[config.mk]
export PLATFORM = sky130hd
export DESIGN_NAME = lz_token_byte_emitter_unit
export DESIGN_NICKNAME = d
export VERILOG_FILES = /design/src/rtl/core/lzte_pkg.sv /design/src/rtl/core/lzte_front.sv /design/src/rtl/core/lzte_queue.sv /design/src/rtl/core/lzte_back.sv /design/src/rtl/core/lz_token_byte_emitter_unit.sv
export SDC_FILE = /design/constraint.sdc
export NUM_CORES = 1
export LEC_CHECK = 0
export ABC_AREA = 1
export BUFFER_PORTS_ARGS = -buffer_cell sky130_fd_sc_hd__buf_2
export CORE_AREA = 5 5 125 127
export CTS_BUF_LIST = sky130_fd_sc_hd__clkbuf_4
export DETAILED_ROUTE_END_ITERATION = 8
export DIE_AREA = 0 0 130 132
export PLACE_DENSITY = 0.79
export SLEW_MARGIN = 20
export SYNTH_ARGS = -nofsm -noshare
export SYNTH_HDL_FRONTEND = slang
export SYNTH_SLANG_ARGS = --single-unit
[constraint.sdc]
create_clock -name i_clk -period 5.05 [get_ports i_clk]
set_clock_uncertainty 0.2 [all_clocks]
set_input_delay 0.7575 -clock i_clk [delete_from_list [all_inputs] [get_ports i_clk]]
set_output_delay 0.7575 -clock i_clk [all_outputs]
set_load 0.05 [all_outputs]
[src/rtl/core/lzte_pkg.sv]
// Shared types and constants for the LZO1X token byte emitter.
// Used by the front end, plan queue, back end and top level.
package lzte_pkg;

    localparam logic [12:0] MAX_RUN    = 13'd8191;
    localparam logic [15:0] WINDOW_MAX = 16'd49151;

    localparam int QUEUE_DEPTH = 2;
    localparam int QPTR_W      = $clog2(QUEUE_DEPTH);

    localparam logic [7:0] END_HEAD = 8'h11;

    typedef enum logic [2:0] {
        ACT_LIT_HDR   = 3'd0,
        ACT_LIT_FINAL = 3'd1,
        ACT_LIT_BYTE  = 3'd2,
        ACT_MATCH     = 3'd3,
        ACT_END       = 3'd4
    } t_action;

    // Byte plan for one input item, emitted in field order:
    // two released held bytes, one head byte, zero-run extension, two end zeros.
    typedef struct packed {
        logic        rel_en;
        logic [7:0]  rel_hi;
        logic [7:0]  rel_lo;
        logic        head_en;
        logic [7:0]  head;
        logic        ext_en;
        logic [12:0] ext_rest;
        logic        end_en;
    } t_plan;

    typedef enum logic [2:0] {
        P_IDLE,
        P_REL_HI,
        P_REL_LO,
        P_HEAD,
        P_EXT,
        P_END1,
        P_END2
    } t_phase;

endpackage

[src/rtl/core/lzte_front.sv]
// Front end: accepts tokens, keeps the held match bytes and stream state,
// and turns each token into a byte plan. Depends on lzte_pkg.
module lzte_front (
    input  logic               i_clk,
    input  logic               i_rst_n,
    input  logic               i_accept,
    input  logic [2:0]         i_action,
    input  logic [12:0]        i_lit_count,
    input  logic [7:0]         i_lit_byte,
    input  logic [15:0]        i_match_offset,
    input  logic [12:0]        i_match_length,
    output logic               o_push,
    output lzte_pkg::t_plan    o_plan
);

    logic [15:0] r_held;
    logic        r_held_valid;
    logic        r_any;

    logic [15:0] n_held;
    logic        n_held_valid;
    logic        n_any;

    lzte_pkg::t_plan w_plan;
    logic            w_nonempty;

    always_comb begin
        logic [12:0] lit_len;
        logic [15:0] off_c;
        logic [12:0] m_len;
        logic [12:0] m_len_m1;
        logic [12:0] m_len_m2;
        logic [15:0] o_m;
        logic [15:0] o_far;

        lit_len  = (i_lit_count > lzte_pkg::MAX_RUN) ? lzte_pkg::MAX_RUN : i_lit_count;
        off_c    = (i_match_offset == 16'd0) ? 16'd1 : i_match_offset;
        off_c    = (off_c > lzte_pkg::WINDOW_MAX) ? lzte_pkg::WINDOW_MAX : off_c;
        m_len    = (i_match_length < 13'd4) ? 13'd4 : i_match_length;
        m_len    = (m_len > lzte_pkg::MAX_RUN) ? lzte_pkg::MAX_RUN : m_len;
        m_len_m1 = m_len - 13'd1;
        m_len_m2 = m_len - 13'd2;
        o_m      = off_c - 16'd1;
        o_far    = off_c - 16'h4000;

        w_plan          = '0;
        w_plan.rel_hi   = r_held[15:8];
        w_plan.rel_lo   = r_held[7:0];
        n_held          = r_held;
        n_held_valid    = r_held_valid;
        n_any           = r_any;

        case (lzte_pkg::t_action'(i_action))
            lzte_pkg::ACT_LIT_HDR, lzte_pkg::ACT_LIT_FINAL: begin
                if (lit_len == 13'd0) begin
                    w_plan.rel_en = r_held_valid;
                end else if ((lzte_pkg::t_action'(i_action) == lzte_pkg::ACT_LIT_FINAL)
                             && !r_any && (lit_len <= 13'd238)) begin
                    w_plan.rel_en  = r_held_valid;
                    w_plan.head_en = 1'b1;
                    w_plan.head    = 8'(lit_len + 13'd17);
                end else if (lit_len <= 13'd3) begin
                    // fold the short run into the first held byte
                    w_plan.rel_en = r_held_valid;
                    w_plan.rel_hi = r_held[15:8] | {6'd0, lit_len[1:0]};
                end else begin
                    w_plan.rel_en  = r_held_valid;
                    w_plan.head_en = 1'b1;
                    if (lit_len <= 13'd18) begin
                        w_plan.head = 8'(lit_len - 13'd3);
                    end else begin
                        w_plan.head     = 8'h00;
                        w_plan.ext_en   = 1'b1;
                        w_plan.ext_rest = lit_len - 13'd18;
                    end
                end
                if (w_plan.rel_en) begin
                    n_held_valid = 1'b0;
                    n_held       = '0;
                end
            end
            lzte_pkg::ACT_LIT_BYTE: begin
                w_plan.rel_en  = r_held_valid;
                w_plan.head_en = 1'b1;
                w_plan.head    = i_lit_byte;
                n_held_valid   = 1'b0;
                n_held         = '0;
            end
            lzte_pkg::ACT_MATCH: begin
                w_plan.rel_en = r_held_valid;
                n_held_valid  = 1'b1;
                n_any         = 1'b1;
                if ((m_len <= 13'd8) && (off_c <= 16'h0800)) begin
                    n_held = {m_len_m1[2:0], o_m[2:0], 2'b00, o_m[10:3]};
                end else if (off_c <= 16'h4000) begin
                    w_plan.head_en = 1'b1;
                    if (m_len <= 13'd33) begin
                        w_plan.head = {3'b001, m_len_m2[4:0]};
                    end else begin
                        w_plan.head     = 8'h20;
                        w_plan.ext_en   = 1'b1;
                        w_plan.ext_rest = m_len - 13'd33;
                    end
                    n_held = {o_m[5:0], 2'b00, o_m[13:6]};
                end else begin
                    w_plan.head_en = 1'b1;
                    if (m_len <= 13'd9) begin
                        w_plan.head = {4'b0001, o_far[14], m_len_m2[2:0]};
                    end else begin
                        w_plan.head     = {4'b0001, o_far[14], 3'b000};
                        w_plan.ext_en   = 1'b1;
                        w_plan.ext_rest = m_len - 13'd9;
                    end
                    n_held = {o_far[5:0], 2'b00, o_far[13:6]};
                end
            end
            lzte_pkg::ACT_END: begin
                w_plan.rel_en  = r_held_valid;
                w_plan.head_en = 1'b1;
                w_plan.head    = lzte_pkg::END_HEAD;
                w_plan.end_en  = 1'b1;
                n_held_valid   = 1'b0;
                n_held         = '0;
            end
            default: begin
                w_plan = '0;
            end
        endcase

        w_nonempty = w_plan.rel_en | w_plan.head_en;
        if (w_nonempty && (lzte_pkg::t_action'(i_action) != lzte_pkg::ACT_END)) begin
            n_any = 1'b1;
        end
        // end mark starts a fresh stream
        if (lzte_pkg::t_action'(i_action) == lzte_pkg::ACT_END) begin
            n_any = 1'b0;
        end
    end

    always_ff @(posedge i_clk) begin
        if (!i_rst_n) begin
            r_held       <= '0;
            r_held_valid <= 1'b0;
            r_any        <= 1'b0;
        end else if (i_accept) begin
            r_held       <= n_held;
            r_held_valid <= n_held_valid;
            r_any        <= n_any;
        end
    end

    assign o_push = i_accept & w_nonempty;
    assign o_plan = w_plan;

endmodule

[src/rtl/core/lzte_queue.sv]
// Short register queue of byte plans between front and back end.
// Depends on lzte_pkg for the plan type and depth.
module lzte_queue (
    input  logic            i_clk,
    input  logic            i_rst_n,
    input  logic            i_push,
    input  lzte_pkg::t_plan i_plan,
    input  logic            i_pop,
    output logic            o_full,
    output logic            o_valid,
    output lzte_pkg::t_plan o_plan
);

    lzte_pkg::t_plan r_mem [lzte_pkg::QUEUE_DEPTH];
    logic [lzte_pkg::QPTR_W-1:0] r_wr_ptr;
    logic [lzte_pkg::QPTR_W-1:0] r_rd_ptr;
    logic [lzte_pkg::QPTR_W:0]   r_count;

    always_ff @(posedge i_clk) begin
        if (i_push) begin
            r_mem[r_wr_ptr] <= i_plan;
        end
    end

    always_ff @(posedge i_clk) begin
        if (!i_rst_n) begin
            r_wr_ptr <= '0;
            r_rd_ptr <= '0;
            r_count  <= '0;
        end else begin
            if (i_push) begin
                r_wr_ptr <= r_wr_ptr + 1'b1;
            end
            if (i_pop) begin
                r_rd_ptr <= r_rd_ptr + 1'b1;
            end
            if (i_push && !i_pop) begin
                r_count <= r_count + 1'b1;
            end else if (i_pop && !i_push) begin
                r_count <= r_count - 1'b1;
            end
        end
    end

    assign o_full  = (r_count == (lzte_pkg::QPTR_W+1)'(lzte_pkg::QUEUE_DEPTH));
    assign o_valid = (r_count != '0);
    assign o_plan  = r_mem[r_rd_ptr];

endmodule

[src/rtl/core/lzte_back.sv]
// Back end: walks one byte plan at a time and drives the output channel,
// one byte per beat. Depends on lzte_pkg.
module lzte_back (
    input  logic            i_clk,
    input  logic            i_rst_n,
    input  logic            i_q_valid,
    input  lzte_pkg::t_plan i_q_plan,
    output logic            o_pop,
    output logic            o_out_valid,
    input  logic            i_out_ready,
    output logic [7:0]      o_out_byte,
    output logic            o_last
);

    lzte_pkg::t_phase r_phase;
    lzte_pkg::t_plan  r_plan;
    logic [12:0]      r_rest;

    lzte_pkg::t_phase n_phase;
    lzte_pkg::t_plan  n_plan;
    logic [12:0]      n_rest;

    lzte_pkg::t_phase w_seg_next;
    logic             w_seg_done;
    logic             w_fire;

    // outputs and segment sequencing
    always_comb begin
        o_out_valid = (r_phase != lzte_pkg::P_IDLE);
        o_out_byte  = 8'h00;
        w_seg_done  = 1'b1;
        w_seg_next  = lzte_pkg::P_IDLE;
        case (r_phase)
            lzte_pkg::P_REL_HI: begin
                o_out_byte = r_plan.rel_hi;
                w_seg_next = lzte_pkg::P_REL_LO;
            end
            lzte_pkg::P_REL_LO: begin
                o_out_byte = r_plan.rel_lo;
                w_seg_next = r_plan.head_en ? lzte_pkg::P_HEAD : lzte_pkg::P_IDLE;
            end
            lzte_pkg::P_HEAD: begin
                o_out_byte = r_plan.head;
                if (r_plan.ext_en) begin
                    w_seg_next = lzte_pkg::P_EXT;
                end else if (r_plan.end_en) begin
                    w_seg_next = lzte_pkg::P_END1;
                end
            end
            lzte_pkg::P_EXT: begin
                // a zero for every full 255, then the remainder
                w_seg_done = (r_rest <= 13'd255);
                o_out_byte = w_seg_done ? r_rest[7:0] : 8'h00;
            end
            lzte_pkg::P_END1: begin
                w_seg_next = lzte_pkg::P_END2;
            end
            lzte_pkg::P_END2: begin
                w_seg_next = lzte_pkg::P_IDLE;
            end
            default: begin
                w_seg_next = lzte_pkg::P_IDLE;
            end
        endcase
        o_last = o_out_valid & w_seg_done & (w_seg_next == lzte_pkg::P_IDLE);
        w_fire = o_out_valid & i_out_ready;
    end

    // next state
    always_comb begin
        n_phase = r_phase;
        n_plan  = r_plan;
        n_rest  = r_rest;
        o_pop   = 1'b0;
        if ((r_phase == lzte_pkg::P_IDLE) || (w_fire && o_last)) begin
            if (i_q_valid) begin
                o_pop   = 1'b1;
                n_plan  = i_q_plan;
                n_rest  = i_q_plan.ext_rest;
                n_phase = i_q_plan.rel_en ? lzte_pkg::P_REL_HI : lzte_pkg::P_HEAD;
            end else begin
                n_phase = lzte_pkg::P_IDLE;
            end
        end else if (w_fire) begin
            if (!w_seg_done) begin
                n_rest = r_rest - 13'd255;
            end else begin
                n_phase = w_seg_next;
            end
        end
    end

    always_ff @(posedge i_clk) begin
        if (!i_rst_n) begin
            r_phase <= lzte_pkg::P_IDLE;
        end else begin
            r_phase <= n_phase;
        end
    end

    always_ff @(posedge i_clk) begin
        r_plan <= n_plan;
        r_rest <= n_rest;
    end

endmodule

[src/rtl/core/lz_token_byte_emitter_unit.sv]
// LZO1X token byte emitter. Each accepted token is turned into a byte plan at
// once and queued; the back end then sends one byte per output beat, the last
// byte of each token flagged with o_last. With no match bytes held, a literal
// byte token yields one byte, so a run of them streams at one token per cycle
// while the output is ready. A token's bytes leave without gaps; zero-run
// length extensions add a zero byte per full 255 of length. The two-entry
// plan queue lets input go on; empty tokens queue no plan. Depends on lzte_pkg.
module lz_token_byte_emitter_unit (
    input  logic        i_clk,
    input  logic        i_rst_n,
    input  logic        i_in_valid,
    output logic        o_in_ready,
    input  logic [2:0]  i_action,
    input  logic [12:0] i_lit_count,
    input  logic [7:0]  i_lit_byte,
    input  logic [15:0] i_match_offset,
    input  logic [12:0] i_match_length,
    output logic        o_out_valid,
    input  logic        i_out_ready,
    output logic [7:0]  o_out_byte,
    output logic        o_last
);

    logic            w_full;
    logic            w_accept;
    logic            w_push;
    lzte_pkg::t_plan w_push_plan;
    logic            w_q_valid;
    lzte_pkg::t_plan w_q_plan;
    logic            w_pop;

    assign o_in_ready = ~w_full;
    assign w_accept   = i_in_valid & ~w_full;

    lzte_front u_front (
        .i_clk          (i_clk),
        .i_rst_n        (i_rst_n),
        .i_accept       (w_accept),
        .i_action       (i_action),
        .i_lit_count    (i_lit_count),
        .i_lit_byte     (i_lit_byte),
        .i_match_offset (i_match_offset),
        .i_match_length (i_match_length),
        .o_push         (w_push),
        .o_plan         (w_push_plan)
    );

    lzte_queue u_queue (
        .i_clk   (i_clk),
        .i_rst_n (i_rst_n),
        .i_push  (w_push),
        .i_plan  (w_push_plan),
        .i_pop   (w_pop),
        .o_full  (w_full),
        .o_valid (w_q_valid),
        .o_plan  (w_q_plan)
    );

    lzte_back u_back (
        .i_clk       (i_clk),
        .i_rst_n     (i_rst_n),
        .i_q_valid   (w_q_valid),
        .i_q_plan    (w_q_plan),
        .o_pop       (w_pop),
        .o_out_valid (o_out_valid),
        .i_out_ready (i_out_ready),
        .o_out_byte  (o_out_byte),
        .o_last      (o_last)
    );

endmodule

# [After elaboration in Yosys (flattened, before gate mapping)]
# Memory sizes are Yosys's and may differ from the RTL's. A register that Yosys moved wholly into a read port is not among the register bits.
# Index checks and enable logic that the tools add are counted.
[word_totals] ff_bits=65 ramBits=82 inputBits=57 output_inout_bits=11 word_cells=156 n_memories=1
[op_classes] add_sub_neg=14 order_cmp=13 n_eq_ne=14 muxes=60 bitwise_logic=8 n_reduce_logical=32
[memory_table] name="u_queue.r_mem" words=2 width=41 read_ports=1 rd_clocked_by_memory_dff=1 write_ports=1 line_no="lzte_queue.sv:14" text="lzte_pkg::t_plan r_mem [lzte_pkg::QUEUE_DEPTH];"
[ops] op="$mux 13" count=7
[ops] op="$mux 16" count=5
[ops] op="$mux 23" count=3
[ops] op="$mux 14" count=4
[ops] op="$mux 8" count=6
[ops] op="$pmux 16 s3" count=1
[ops] op="$pmux 9 s4" count=1
[ops] op="$pmux 8 s4" count=1
[ops] op="$pmux 14 s2" count=1
[ops] op="$gt 13x13->1 const B" count=2
[ops] op="$le 13x4->1 const B" count=2
[ops] op="$le 13x8->1 const B" count=2
[ops] op="$mux 3" count=7
[ops] op="$mux 20" count=1
[ops] op="$gt 16x16->1 const B" count=1
[ops] op="$le 16x12->1 const B" count=1
[ops] op="$le 16x15->1 const B" count=1
[ops] op="$logic_not 16->1" count=1
[ops] op="$pmux 8 s2" count=1
[ops] op="$sub 15x15->15 const B" count=1
[ops] op="$sub 14x1->14 const B" count=1
[ops] op="$le 13x2->1 const B" count=1
[ops] op="$le 13x5->1 const B" count=1
[ops] op="$le 13x6->1 const B" count=1
[ops] op="42 further kinds" count=88

# [Logic depth before layout (Yosys ltp)]
# Gate-level depths: netlist (run 1).
[logic_depth] word_depth=15 ltp_mapped=21 ltp_nobuf=21

# [Modules after synthesis]
# From an unflattened synthesis (run 1), not the netlist that was laid out.
[unflattened] hier_cells=1002 hier_area_um2=8884.8
[by_module_without_submodules] mod="lzte_queue" n_inst=1 cells_per_inst=163 area_per_inst_um2=3393.3 seq_area_each_um2=2562.5
[by_module_without_submodules] mod="lzte_front" n_inst=1 cells_per_inst=637 area_per_inst_um2=3349.5 seq_area_each_um2=320.3
[by_module_without_submodules] mod="lzte_back" n_inst=1 cells_per_inst=199 area_per_inst_um2=2128.3 seq_area_each_um2=1261.2
[by_module_without_submodules] mod="lz_token_byte_emitter_unit" n_inst=1 cells_per_inst=3 area_per_inst_um2=13.8 seq_area_each_um2=0.0

# [Worst setup path before layout (run 1)]
# No wires, ideal clock.
[synth_timing] kind="input-to-reg" from="input port i_match_length[3]" to="memory u_queue.r_mem[0][0] in the netlist's numbering, enable pin" setup_time_ns=0.439 arrival_time_ns=4.005 t_required_ns=4.411 slack_ns=0.406 cell_stages=16 path_buffers=1 path_cell_list="buf_2 -> nor2_1 -> inv_1 -> nor2_2 -> nand2_1 -> nand2_1 -> ha_1 -> inv_1 -> a31oi_1 -> nand2_1 -> nor2_2 -> nand2_4 -> nand2_4 -> nand4_2 -> nand2_1 -> nor2_1"
[synth_between] elab_chain_len=12
[synth_lines] item="start, declared" line_no="lz_token_byte_emitter_unit.sv:17" text="input logic [12:0] i_match_length,"
[synth_lines] item="$lt 13x3->1" line_no="lzte_front.sv:39" text="m_len = (i_match_length < 13'd4) ? 13'd4 : i_match_length;"
[synth_lines] item="$mux 13 *" line_no="lzte_front.sv:39"
[synth_lines] item="$gt 13x13->1" line_no="lzte_front.sv:40" text="m_len = (m_len > lzte_pkg::MAX_RUN) ? lzte_pkg::MAX_RUN : m_len;"
[synth_lines] item="$mux 13 *" line_no="lzte_front.sv:40"
[synth_lines] item="$le 13x4->1 *" line_no="lzte_front.sv:93" text="if ((m_len <= 13'd8) && (off_c <= 16'h0800)) begin"
[synth_lines] item="$logic_and 1x1->1 *" line_no="lzte_front.sv:93"
[synth_lines] item="$mux 23 *" line_no="lzte_front.sv:93"
[synth_lines] item="$pmux 9 s4 *" line_no="lzte_front.sv:53" text="case (lzte_pkg::t_action'(i_action))"
[synth_lines] item="$or 1x1->1 *" line_no="lzte_front.sv:130" text="w_nonempty = w_plan.rel_en | w_plan.head_en;"
[synth_lines] item="$and 1x1->1 *" line_no="lzte_front.sv:152" text="assign o_push = i_accept & w_nonempty;"
[synth_lines] item="$mux 1 *" line_no="lzte_queue.sv:20" text="if (i_push) begin"
[synth_lines] item="$mux 1 (implied by the code) *" line_no="lzte_queue.sv:21" text="r_mem[r_wr_ptr] <= i_plan;"
[synth_lines] item="end, declared" line_no="lzte_queue.sv:14"
# Mark *: on every way between the ends. The rest lies on a longest branch, timed or not.

# [Final worst setup path (run 1)]
[layout_timing] from="input port i_match_length[6]" to="register u_queue.r_count[1] in the netlist's numbering"
[layout_between] elab_chain_len=13 word_cells_on_any_way=15 cone_classes="order compare: 3; mux: 5; bitwise: 2; reduce/logical: 5"
[layout_lines] item="$lt 13x3->1" line_no="lzte_front.sv:39"
[layout_lines] item="$mux 13 *" line_no="lzte_front.sv:39"
[layout_lines] item="$gt 13x13->1" line_no="lzte_front.sv:40"
[layout_lines] item="$mux 13 *" line_no="lzte_front.sv:40"
[layout_lines] item="$le 13x4->1 *" line_no="lzte_front.sv:93"
[layout_lines] item="$logic_and 1x1->1 *" line_no="lzte_front.sv:93"
[layout_lines] item="$mux 23 *" line_no="lzte_front.sv:93"
[layout_lines] item="$pmux 9 s4 *" line_no="lzte_front.sv:53"
[layout_lines] item="$or 1x1->1 *" line_no="lzte_front.sv:130"
[layout_lines] item="$and 1x1->1 *" line_no="lzte_front.sv:152"
[layout_lines] item="via u_front.o_push" line_no="lzte_front.sv:12" text="output logic o_push,"
[layout_lines] item="$logic_not 1->1" line_no="lzte_queue.sv:39" text="end else if (i_pop && !i_push) begin"
[layout_lines] item="$logic_and 1x1->1" line_no="lzte_queue.sv:39"
[layout_lines] item="$reduce_bool 2->1 (no source line)"
[layout_lines] item="end signal, assigned" line_no="lzte_queue.sv:38" text="r_count <= r_count + 1'b1;"
[layout_lines] item="end signal, assigned" line_no="lzte_queue.sv:40" text="r_count <= r_count - 1'b1;"
[layout_lines] item="end, declared" line_no="lzte_queue.sv:17" text="logic [lzte_pkg::QPTR_W:0] r_count;"
# The timed path passes the listed nets; every way through them passes the cells marked *.
# A chain may end at the register's enable or synchronous reset.

==> results of run 1 <==
[cell families (layout without fill, tap and decap cells)]
family          count (synthesis)  count (layout)  share of synthesized area [%]
compound gates                135             135                           9.78
xor+xnor                       32              32                           3.33
fa+ha+maj                      12              12                           1.78
buf+inv                       154             235                           7.49
flops                         146             146                           49.2
mux                            28              28                           3.75
other cells                     0               2                              0
simple gates                  459             459                           24.6
[state kept, by name, summed over array words and instances, names as in the netlist, named ones only]
signal / count
u_queue.r_mem: 82
u_back.r_plan: 27
u_front.r_held: 14
u_back.r_rest: 13
u_back.r_phase: 3
u_queue.r_count: 2
u_front.r_any: 1
u_front.r_held_valid: 1
u_queue.r_rd_ptr: 1
u_queue.r_wr_ptr: 1
[power breakdown]
| part | switching [mW] | internal [mW] |
|---|---|---|
| Sequential | 0.134 | 1.64 |
| Combinational | 0.841 | 0.378 |
| Clock | 0.487 | 0.281 |
| Total | 1.46 | 2.30 |
[metrics by stage]
stage          setup slack [ns]  hold slack [ns]
6_report                  0.987            0.277
5_1_grt                   0.708            0.257
4_1_cts                    1.06            0.266
3_5_place_dp              0.456            0.256
3_3_place_gp              0.707            0.254
2_1_floorplan             0.406            0.244
[cell usage in the layout (no fill, tap or decap), types with 10 or more instances in the layout]
cell,count
o21ai_0,41
clkbuf_4,17
xor2_1,27
a21oi_1,36
nand2_1,216
mux2_2,28
inv_1,117
nand4_1,16
nand3_1,82
nor2_1,92
buf_2,67
nor3_1,10
nor2_2,10
o21ai_1,10
dfxtp_1,23
o211ai_1,14
ha_1,12
edfxtp_1,122
[routing by layer]
metal,up-vias,routed length [um],GRT usage [%]
met2,180,9480,38.4
met5,-,13,0
met4,2,399,8.03
met3,38,1080,4.70
li1,3405,-,-
met1,3097,8500,31.2
[critical path, stage by stage]
cell     delay, ns
buf_2         0.13
inv_1         0.12
nand2_1       0.06
nor2_1        0.15
nor2b_4       0.22
nand2_1       0.11
nand2_1       0.21
ha_1          0.23
inv_1         0.07
a31oi_1       0.21
nand2_1       0.10
nor2_2        0.34
nand2_4       0.21
nand2_4       0.13
nand4_2       0.11
nand2_1       0.19
inv_1         0.08
ha_1          0.33
a21oi_1       0.14
o21ai_0       0.16
o21ai_0       0.19
a21oi_1       0.06
[final timing paths]
check                                           to  slack (ns)  cells past startpoint
worst min-delay path             u_front.r_held[4]        0.28                      2
worst min register to register   u_front.r_held[4]        0.28                      2
worst max register to register  u_queue.r_count[1]        1.89                     13
worst max-delay path            u_queue.r_count[1]        0.99                     22
[cells in the mapped netlist, drive strengths merged (12+ instances only)]
library cell,count
mux2,28
o21ai,52
dfxtp,24
edfxtp,122
nand3,86
a21oi,39
buf,13
nor3,13
clkbuf,12
xor2,27
inv,126
nand2,229
ha,12
o211ai,14
nand4,17
nor2,104
[final cells by class]
type	count	area, um2	share of cell area, %
sequential	146	4150	44.9
antenna	2	5.00	0.0542
clock inverter	15	188	2.03
inverter	129	487	5.27
clock buffer	17	128	1.38
tap	184	230	2.49
timing repair buffer	74	408	4.41
multi-input combinational	666	3650	39.5
==> metrics.md, run 1 <==
| Metric | Value |
|---|---|
| Outcome | complete, no violations |
| Fin. Hold Viols | 0 |
| Synth area leaders | edfxtp_1, nand2_1, dfxtp_1 |
| Die area | approximately 17000 um2 |
| CTS sink count | around 150 |
| Critical path launch point type | input port |
| Area grow syn2layout | 9.78% |
| Max rail drop VDD | approximately 0.21 mV |
| Final HPWL DP | ~15 mm |
| YS warnings | 0 |
| Post-CTS Hold Buffers | 0 |
| Die Wd | around 130 um |
| Std-Cell Core Area | 14300 um2 |
| Worst path arrival time | roughly 4.3 ns |
| Clk buf depth | 2 |
| Vias/cell | roughly 5.5 |
| Routed len/inst | 15.8 um |
| Netlist cell types | 54 |
| Class of the worst hold path | reg2reg |
| Clock Tree Root | clkbuf_4 |
| Final setup fails | 0 |
| Layout cells sized above 1 | between 15 and 20% |
| Pwr Total | about 3.8 mW |
| Fillers | approximately 1.2k |
| Cts bufs inserted | 17 |
| Synth async-reset ratio | 0% |
| First-pass GRT wire length | roughly 32 mm |
| TritonCTS clock tree | built |
| Die height | around 130 um |
| GP Congestion | slightly below 1 |
| Worst-path clk slew | 0.16 ns |
| Pin count of the biggest net entering global routing | 55 |
| Postcts setup bufs | 0 |
| Max_cap viols | 0 |
| WP data required | approximately 5.3 ns |
| PD cells | 407 nW/um2 |
| Fin util | 64.6% |
| Fin. max-slew vios | 0 |
| Fmax | roughly 0.25 GHz |
| Overall routing resource usage | 23.5% |
| Most used DFF post-synth | edfxtp_1 |
| CP endpoint kind | flop |
| Row count | between 40 and 50 |
| Post-Syn Instances | roughly 970 |
| DRT Wirelength | between 15 and 20 mm |
| Period Utilization, post-route | around four fifths |
| Layout net count | 1103 |
| Initial Util | 58.8% |
| Tmin final | between 4 and 5 ns |
| Mean Syn Cell Area | 8.71 um2 |
| Worst-Margin Slew | 0.870 ns |
| Synth area leader | edfxtp_1 |
| Aggregate negative setup slack | 0 ns |
| Clk_lat worst skew | about 0.55 ns |
| Gr ovfl total | 0 |
| Critical path class | in2reg |
| Syn Nets | just over 1k |
| Port Buffers | 67 |
| Top Ports | 68 |
| Seq cells post-synth | about 150 |
| RSZ-0062 raised after global routing | no |
| H-Tree Depth | 4 |
| Router iterations before antenna repair | 5 |
| Crit Path Max Fanout | 18 |
| Seq/Total Area, Yosys | roughly half |
| Final cell count without fillers | between 1k and 1.5k |
| Reg-to-Reg Start | u_back.r_rest[11] |
| Dpl cell area | between 8000 and 9000 um2 |
| # DRC | 0 |
| Worst slew margin | 41.8% |
| Post-CTS sizing | 0 |
| Vias in the first global route | roughly 6.5k |
| Via count | approximately 6.7k |
| Leakage | around 3.8 nW |
| Initial DRC Count | around 570 |
| Cell area after synthesis | ~8400 um2 |
| Routed Antenna Nets | 0 |
| Post-synth top area share | 43.5% |
| Number of flops mapped to enable cells by yosys | about 120 |
| Worst setup path startpoint | i_match_length[6] |
| Number of antenna violations at the first check in global routing | 2 |
| Hold Path Origin | u_front.r_held[4] |
| Final Cell Area | slightly above 9000 um2 |
| Placed cell count | between 1k and 1.5k |
(Power assumes the default switching activity.)
==> run 2, diff against run 1 <==
clock period = 4 ns   (was 5.05 ns; I/O delays follow)
==> run 2 against run 1 <==
Against the previous run:
- worst setup slack got worse by 0.26 ns
- sequential power is 28% higher
- final cell count up 0.73%
- combinational power is 25% higher
- largest power group unchanged
- critical path type unchanged
- clock-buffer cell count stayed put
- largest cell class unchanged
==> metrics.md, run 2 (synthesized netlist as in run 1, its figures left out) <==
| Metric | Value |
|---|---|
| Crit Path Max Fanout | 6 (-12) |
| Max reg flops | 82 (unchanged) |
| Router iterations before antenna repair | 5 (unchanged) |
| Most frequent cells in the layout | nand2_1, edfxtp_1, inv_1, nor2_1, nand3_1 |
| Final setup fails | 0 (unchanged) |
| Postcts setup bufs | 0 (unchanged) |
| Post-CTS sizing | 0 (unchanged) |
| DRT Wirelength | 19.2 mm (-1.2%) |
| First-pass GRT wire length | 31.0 mm (-3.1%) |
| Worst-path clk slew | 0.13 ns (-0.03 ns) |
| Class of the worst hold path | in2reg |
| Row count | 44 (unchanged) |
| Cts bufs inserted | 17 (unchanged) |
| Layout cells sized above 1 | 18.5% (+0.78 points) |
| Fmax | ~0.31 GHz |
| Overall routing resource usage | 22.9% (-0.60 points) |
| Initial Util | 58.8% (unchanged) |
| Reg2Reg Capture Point | u_queue.r_count[1] |
| Worst path arrival time | 3.50 ns (-0.79 ns) |
| Worst Setup Slack post-DPL | 0.108 ns (-0.347 ns) |
| Die area | 17200 um2 (unchanged) |
| Leakage | 3.83 nW (+1.3%) |
| CP endpoint kind | flop |
| Via count | 6711 (-0.16%) |
| Gr ovfl total | 0 (unchanged) |
| R2R Setup Slk | 1.09 ns (-0.80 ns) |
| Top sig layer | met5 |
| Reg2Reg Depth | 14 (+1) |
| Vias/cell | 5.40 (-0.89%) |
| Die height | 132 um (unchanged) |
| Met3 routed WL | 1.04 mm (-3.8%) |
| Reg-to-Reg Start | u_back.r_rest[10] |
| WP data required | 4.23 ns (-1.05 ns) |
| PD cells | 514 nW/um2 (+26%) |
| Clk buf depth | 2 (unchanged) |
| Post-CTS Hold Buffers | 0 (unchanged) |
| Routed met1 length | 8.38 mm (-1.4%) |
| Port Buffers | 67 (unchanged) |
| Die Wd | 130 um (unchanged) |
| Area grow syn2layout | 10.7% |
| H-Tree Depth | 4 (unchanged) |
| Period Utilization, post-route | 81.8% |
| Layout net count | 1113 (+0.91%) |
| Routed Antenna Nets | 0 (unchanged) |
| GP Congestion | 0.953 (-1.7%) |
| Hold EP | u_front.r_held_valid |
| Fin. max-slew vios | 0 (unchanged) |
| Most common cell after layout, fill and taps aside | nand2_1 |
| Top Ports | 68 (unchanged) |
| Outcome | complete, no violations |
| Max rail drop VDD | 0.297 mV (+42%) |
| RSZ-0062 raised after global routing | no |
| # DRC | 0 (unchanged) |
| Routed len/inst | 15.5 um (-2.0%) |
| Tmin final | roughly 3.3 ns |
| Aggregate negative setup slack | 0 ns (unchanged) |
| Initial DRC Count | 565 (-1.6%) |
| Final HPWL DP | 14.6 mm (-1.8%) |
| Hold path depth | 2 (unchanged) |
| Hold Path Origin | i_rst_n |
| Met2 Wirelength | 9.40 mm (-0.85%) |
| Clock Tree Root | clkbuf_4 |
| Number of antenna violations at the first check in global routing | 2 (unchanged) |
| Critical path class | in2reg |
| Max_cap viols | 0 (unchanged) |
| Fin. Hold Viols | 0 (unchanged) |
| Vias in the first global route | 6388 (-1.6%) |
| Worst-Margin Slew | 0.848 ns (-0.0219 ns) |
| Biggest regs | u_queue.r_mem: 82 flops, u_back.r_plan: 27 flops, u_front.r_held: 14 flops |
| Clk_lat worst skew | 0.54 ns (about the same) |
| Critical path launch point type | input port |
| Pin count of the biggest net entering global routing | 45 (-18%) |
| Fillers | 1248 (+2.7%) |
| Reg with most FFs | u_queue.r_mem |
| CTS sink count | 146 (unchanged) |
| TritonCTS clock tree | built |
| Final Worst Setup Slack | 0.727 ns (-0.260 ns) |
| Worst slew margin | 43.5% (+1.7 points) |
| Std-Cell Core Area | 14300 um2 (unchanged) |
-- run 2: changes by cell type in the layout (fill, tap and decap cells not counted) --
cell,change
buf_4,+10
bufinv_16,+1
clkinv_4,+3
clkinv_8,-2
diode_2,-1
inv_6,-1
inv_8,-1
-- run 2: worst max-delay path by stage --
stage                  startpoint                    to  slack, ns
3_5_place_dp    i_match_length[7]  u_queue.r_mem[0][12]       0.11
2_1_floorplan   i_match_length[3]   u_queue.r_mem[0][0]       0.19
3_3_place_gp    i_match_length[6]  u_queue.r_mem[0][34]       0.22
6_report       i_match_length[10]    u_queue.r_count[1]       0.73
4_1_cts         i_match_length[7]   u_queue.r_mem[0][4]       0.70
5_1_grt         i_match_length[6]    u_queue.r_count[1]       0.40
-- run 2: power breakdown --
| part | internal, mW | leakage (nW) | switching [mW] |
|---|---|---|---|
| Clock | 0.404 | 0.172 | 0.586 |
| Combinational | 0.493 | 2.32 | 1.03 |
| Sequential | 2.07 | 1.34 | 0.202 |
| Total | 2.97 | 3.83 | 1.82 |
-- run 2: final cells by class --
cell class | count | area, um2 | share of cell area (%)
clock inverters | 15 | 191 | 2.05
diodes | 1 | 2.50 | 0.0269
clock buffers | 17 | 128 | 1.37
inverters | 129 | 487 | 5.22
well taps | 184 | 230 | 2.47
repair buffers | 84 | 483 | 5.18
multi-input cells | 666 | 3650 | 39.2
flip-flops and latches | 146 | 4150 | 44.5
-- run 2: layer usage --
layer | vias to the layer above | GRT usage (%)
met4 | 2 | 7.51
met5 | - | 0
met1 | 3081 | 30.1
met2 | 170 | 37.8
met3 | 31 | 4.78
li1 | 3427 | -
-- run 2: worst max-delay path, stage by stage --
cell and delay, ns:
buf_2 0.13, nor2_4 0.14, nand3_1 0.21, nor2b_4 0.22, nand2_1 0.10, nand2_1 0.09
ha_1 0.19, inv_1 0.07, a31oi_1 0.20, nand2_1 0.10, nor2_2 0.18, nand2_4 0.08
nand2_4 0.08, nand4_2 0.11, nand2_1 0.17, inv_1 0.07, ha_1 0.32, a21oi_1 0.11
o21ai_0 0.11, o21ai_0 0.16, a21oi_1 0.05
-- run 2: through the flow --
| step | utilization (%) | cell area [um2] | instances | hold WS (ns) | total power [mW] |
|---|---|---|---|---|---|
| after floorplan | - | 8420 | 966 | 0.244 | 3.42 |
| after global placement | 62.6 | 8970 | 1208 | 0.255 | 3.76 |
| after detailed placement | 62.6 | 8970 | 1208 | 0.256 | 3.81 |
| after CTS | 64.9 | 9290 | 1240 | 0.102 | 4.80 |
| after global routing | 65.1 | 9320 | 1242 | 0.0937 | 5.07 |
| final | 65.1 | 9320 | 1242 | 0.144 | 4.79 |
